==> src/rtl/assert_macros.svh <==
// Assertion helpers shared by the RTL.
`ifndef ASSERT_MACROS_SVH
`define ASSERT_MACROS_SVH

// Property checked on every rising edge, switched off while in reset.
`define PFAD_ASSERT(lbl, clk, rst_n, prop, msg) \
	lbl: assert property (@(posedge clk) disable iff (!rst_n) prop) else $error(msg);

// Condition that must never be seen on a rising edge.
`define PFAD_ASSERT_NEVER(lbl, clk, rst_n, cond, msg) \
	`PFAD_ASSERT(lbl, clk, rst_n, !(cond), msg)

`endif

==> src/rtl/pfad_pkg.sv <==
`timescale 1ns / 1ps
package pfad_pkg;

	// Frame pool: fixed by the result field widths
	localparam int FRAME_COUNT = 8;
	localparam int FRAME_W     = 3;
	localparam int COUNT_W     = 4;

	// Request field widths
	localparam int FUNC_W   = 2;
	localparam int DIR_W    = 2;
	localparam int SLOT_W   = 10;
	localparam int AMOUNT_W = 11;

	// Stored entry: present bit over frame number
	localparam int ENTRY_W = FRAME_W + 1;

	localparam int SLOTS_PER_DIR       = 1 << SLOT_W;
	localparam int DIRECTORY_COUNT_DEF = 4;

	typedef enum logic [FUNC_W-1:0] {
		FUNC_CHECK = 2'd0,
		FUNC_ALLOC = 2'd1,
		FUNC_FREE  = 2'd2
	} func_t;

	// Controller to datapath
	typedef struct packed {
		logic capture;
		logic clear;
		logic read;
		logic exec;
	} ctrl_cmd_t;

	// Datapath to controller
	typedef struct packed {
		logic clear_last;
		logic out_full;
	} ctrl_sts_t;

endpackage

==> src/rtl/pfad_ctrl.sv <==
`timescale 1ns / 1ps
`include "assert_macros.svh"
module pfad_ctrl (
	input  logic                  clk,
	input  logic                  arst_n,
	input  logic                  s_tvalid,
	output logic                  s_tready,
	input  pfad_pkg::ctrl_sts_t   sts,
	output pfad_pkg::ctrl_cmd_t   cmd
);
	import pfad_pkg::*;

	typedef enum logic [1:0] {
		ST_CLEAR,
		ST_IDLE,
		ST_READ,
		ST_EXEC
	} state_t;

	state_t state_q;
	logic   ready_q;

	// Sequencer: clear sweep, then accept / read / update per request
	always_ff @(posedge clk or negedge arst_n) begin
		if (!arst_n) begin
			state_q <= ST_CLEAR;
			ready_q <= 1'b0;
		end else begin
			case (state_q)
				ST_CLEAR: begin
					if (sts.clear_last) begin
						state_q <= ST_IDLE;
						ready_q <= 1'b1;
					end
				end
				ST_IDLE: begin
					if (s_tvalid) begin
						state_q <= ST_READ;
						ready_q <= 1'b0;
					end
				end
				ST_READ: begin
					state_q <= ST_EXEC;
				end
				ST_EXEC: begin
					// wait for the result slot to drain
					if (!sts.out_full) begin
						state_q <= ST_IDLE;
						ready_q <= 1'b1;
					end
				end
				default: begin
					state_q <= ST_CLEAR;
					ready_q <= 1'b0;
				end
			endcase
		end
	end

	assign s_tready = ready_q;

	// Datapath commands
	always_comb begin
		cmd.capture = s_tvalid && ready_q;
		cmd.clear   = (state_q == ST_CLEAR);
		cmd.read    = (state_q == ST_READ);
		cmd.exec    = (state_q == ST_EXEC) && !sts.out_full;
	end

	`PFAD_ASSERT(a_ready_only_idle, clk, arst_n, ready_q |-> (state_q == ST_IDLE), "ready outside idle")
	`PFAD_ASSERT(a_accept_reads, clk, arst_n, cmd.capture |=> (state_q == ST_READ), "no read after accept")
	`PFAD_ASSERT(a_read_then_exec, clk, arst_n, (state_q == ST_READ) |=> (state_q == ST_EXEC), "read not followed by update")

endmodule

==> config.mk <==
export PLATFORM = sky130hd
export DESIGN_NAME = pfad_ctrl
export DESIGN_NICKNAME = d
export VERILOG_FILES = /design/src/rtl/pfad_pkg.sv /design/src/rtl/pfad_ctrl.sv
export VERILOG_INCLUDE_DIRS = /design/src /design/src/rtl
export SDC_FILE = /design/constraint.sdc
export NUM_CORES = 1
export LEC_CHECK = 0
export CORE_AREA = 5 5 42 44
export DETAILED_ROUTE_END_ITERATION = 8
export DIE_AREA = 0 0 47 49
export DONT_BUFFER_PORTS = 1
export HOLD_SLACK_MARGIN = 0.02
export PLACE_DENSITY = 0.32
export SLEW_MARGIN = 0
export SYNTH_ARGS = -nofsm -noshare
export SYNTH_HDL_FRONTEND = slang
export SYNTH_SLANG_ARGS = --single-unit
==> constraint.sdc <==
create_clock -name clk -period 1.9 [get_ports clk]
set_input_delay 0.38 -clock clk [delete_from_list [all_inputs] [get_ports clk]]
set_output_delay 0.38 -clock clk [all_outputs]
set_load 0.02 [all_outputs]
Yosys cells after proc, flatten, opt, wreduce, memory -nomap -nowiden:

Cells that the tools add are included.

* multiplexer cells: 8
* eq/ne operators: 6
* reduce and logical (&&, ||, !) cells: 7

Operators by type and width (count)
* 2-bit one-hot mux with 4 select lines: 1
* 2-bit two-way mux: 3
* 2-bit inequality test (second input constant): 3
* 2-bit == test (second input constant): 2
* 4-bit AND reduction: 1
* 1-bit two-way mux: 3
* 1-bit one-hot mux with 3 select lines: 1
* 3-bit AND reduction: 1
* 3-bit nonzero test: 1
* 2-bit by 1-bit == test with 1-bit output (second input constant): 1
* 1-bit logical AND: 2
* 2-bit zero test: 1
* 1-bit zero test: 1

* register bits after elaboration: 3
* output and inout bits: 5
* word-level logic and storage cells: 23
* input port bits: 5

Logic depth before layout (Yosys ltp):

* word-level depth: 3
* mapped depth: 5
* mapped depth without buffers: 5

Worst setup path before layout:

Ideal clock, no wire load.

* kind: reg-to-reg
* from: register state_q[0]
* to: register state_q[1]
* data arrival time: 1.234 ns
* buffers on the path: 0
* slack: 0.541 ns
* data required time: 1.775 ns
* library setup time: 0.125 ns
* cell stages (with the launch flop): 6
* clock period less this slack: 1.359 ns
* cells stage by stage: dfrtp_1 inv_1 ha_1 nand2b_4 nand3_2 mux2_4

RTL lines
* from (decl): RTL line pfad_ctrl.sv:20 `state_t state_q;`
* from (signal assigned): RTL line pfad_ctrl.sv:26 `state_q <= ST_CLEAR;`
* from (signal assigned): RTL line pfad_ctrl.sv:32 `state_q <= ST_IDLE;`
* from (signal assigned): RTL line pfad_ctrl.sv:38 `state_q <= ST_READ;`

==> results.cfg <==
[grt]
antenna_found_initial = 0
grt-ovfl-total = 0
grt_max_degree = 5
grt_pass1_wl_um = 752
grt_use_met2_pct = 7.01
grt_use_met3_pct = 1.85
grt_pass1_vias = 201
top_usage_layer = met2
grt_usage_pct = 4.79
grt_util_met1_pct = 4.19

[drt]
vias = 169
drt-initial-drc-count = 5
viasPerCell = 3.93
wl_um = 468
drc = 0
drt_pass1_iterations = 2
ant_nets = 0
post_drt_wl_per_cell_um = 10.9

[logic_synthesis]
yosysWarnings = 0
yosysUniqueCellTypes = 15
synthCells = 22
syn-cell-area_um2 = 241
ys_ff_latch = 3
yosysSeqAreaShare_pct = 31.1
synth_area_leaders = dfrtp_1 (31%), ha_1 (21%), mux2_4 (6.2%)
synth_area_leader_cell = dfrtp_1
syn_nets = 31
syn_area_per_cell_um2 = 11.0
synth_top_area_share_pct = 31.1

[setup_path]
arrival_ns = 1.22
cp_max_fo = 4
cp-start-kind = flop
r2r_end = state_q[1]
worstReg2RegStart = state_q[0]
reg2reg_depth = 5
worstSetupEndpointType = output port
crit_type = flop to output port
reg2reg_slack_ns = 0.43
cp.required_ns = 1.52

[power_and_ir_drop]
clock_power_share_pct = 21.5
ir_drop_mv = 0.207
powerDensity_nw_per_um2 = 1690
p_sw_share_pct = 41.9
intPower_uw = 292
seq_power_share_pct = 27.3
power_frac_comb_pct = 51.2
p_sw_uw = 211
leakagePower_uw = 0.000160

[cells_and_area]
design_area_um2 = 298
syn_to_final_growth_pct = 23.3
n_antenna_cell = 0
multi_input_area_um2 = 155
fill_cells = 167
postLayoutCoreUtil_pct = 21.3
seqCellArea_um2 = 75.1
finalNetCount = 37
drive_gt1_share_pct = 29.6

[timing]
fin_worst_skew_ns = 0.000881
period_minus_slack_ns = 1.60
max_freq_ghz = 0.624
tns_ns = 0
maxSlewHeadroom_pct = 73.3
hold_violations = 0
tightest_slew_ns = 0.400
slew_violations = 0
timing.final.crit_share_pct = 84.4
setup_viol_count_final = 0
grt_setup_unrepaired = no

[place]
place_congestion = 0.751
placed_area_um2 = 262
dp_hpwl_um = 389
io_buffers = 0

[outcome]
status = finished, final reports clean

[floorplanning]
start_util_pct = 17.2
die-area_um2 = 2300
die_y_um = 49
die_w_um = 47
ios = 10
rows = 14
fp.coreArea_um2 = 1400

[min_path]
hp-class = input port to flop
min_from = sts[0]
holdPathEnd = s_tready
min_path_cells = 3

[cts]
cts_tree = done
root_buffer = clkbuf_4
clock_sinks = 3
postCtsSetupBuffers = 0
cts_max_level = 1
clkTransAtPathRegs_ns = 0.04
numCtsBuffers = 3
clk_latency_ns = 0.23
clockBufferDepth = 2

[flow_run]
max_cap_viol_count = 0
[layout by cell type (no fill, tap or decap)]
cell,n
o32ai_1,1
and2_2,1
ha_1,4
o22ai_1,1
mux2_4,1
nand2b_4,1
dlygate4sd3_1,1
nor2b_1,1
nand3_2,1
nand2b_1,1
dfrtp_1,3
inv_1,3
clkbuf_4,3
and3_1,1
nand2_1,1
nand2_4,1
and4b_1,1
clkbuf_1,1
[worst max-delay path, stage by stage, from the launching register on]
cell	delay (ns)
dfrtp_1	0.39
ha_1	0.22
nor2b_1	0.38
[state kept, by name, indices dropped and copies added, names as in the netlist]
| signal | count |
|---|---|
| state_q | 2 |
| s_tready | 1 |
[synth_stat cells]
cell	n
nand2b_4	1
nor2b_1	1
inv_1	3
nand2b_1	1
o32ai_1	1
nand2_4	1
and2_2	1
dfrtp_1	3
and4b_1	1
ha_1	4
o22ai_1	1
and3_1	1
nand2_1	1
nand3_2	1
mux2_4	1
[per-stage QoR]
stage | instances | worst slack [ns] | hold WS, ns | total power [µW]
global placement | 38 | 0.417 | 0.0845 | 405
detailed placement | 38 | 0.423 | 0.0845 | 399
global route | 43 | 0.246 | 0.399 | 547
CTS | 43 | 0.274 | 0.381 | 517
floorplan | 22 | 0.541 | 0.0844 | 358
finish | 43 | 0.297 | 0.386 | 504
[power groups by stage]
stage          registers [µW]  clock network, µW  logic (µW)
6_report                  137                108         258
5_1_grt                   143                117         287
4_1_cts                   139                114         264
3_5_place_dp              139                  0         259
3_3_place_gp              143                  0         262
2_1_floorplan             130                  0         228
[cells by family after synthesis]
kind of cell,count (synthesis),share of synthesized area [%]
buffers and inverters,3,4.66
flip-flops,3,31.1
AND/OR/NAND/NOR,9,31.1
multiplexers,1,6.22
adder cells (fa/ha/maj),4,20.7
AO/OA/AOI/OAI,2,6.22
[per-layer routing]
metal / up-vias / routed length [µm] / part of all wire [%]
met3: 0 / 63 / 13
met1: 79 / 153 / 33
met5: - / 0 / 0
met4: 0 / 0 / 0
li1: 83 / - / -
met2: 7 / 251 / 54
[repair_timing]
action | 4_1_cts | 5_1_grt
resized for setup | 0 | 0
hold endpoints to repair | 3 | 0
hold buffers | 1 | 0
endpoints found under the setup margin | 0 | 0
[cell type report]
cell class,count,area share [%]
sequential,3,25.2
tap,16,6.72
clock buffer,4,8.82
multi-input combinational,16,52.1
timing repair buffer,1,3.36
inverter,3,3.78
[worst max path at each step]
stage	start	end	slack, ns	cells after the start
after floorplan	state_q[0]	state_q[1]	0.54	5
after global placement	state_q[0]	state_q[1]	0.42	5
after detailed placement	state_q[0]	state_q[1]	0.42	5
after CTS	state_q[1]	cmd[0]	0.27	2
after global routing	state_q[1]	cmd[0]	0.25	2
final	state_q[1]	cmd[0]	0.30	2
Power figures use the tool's default switching activity.
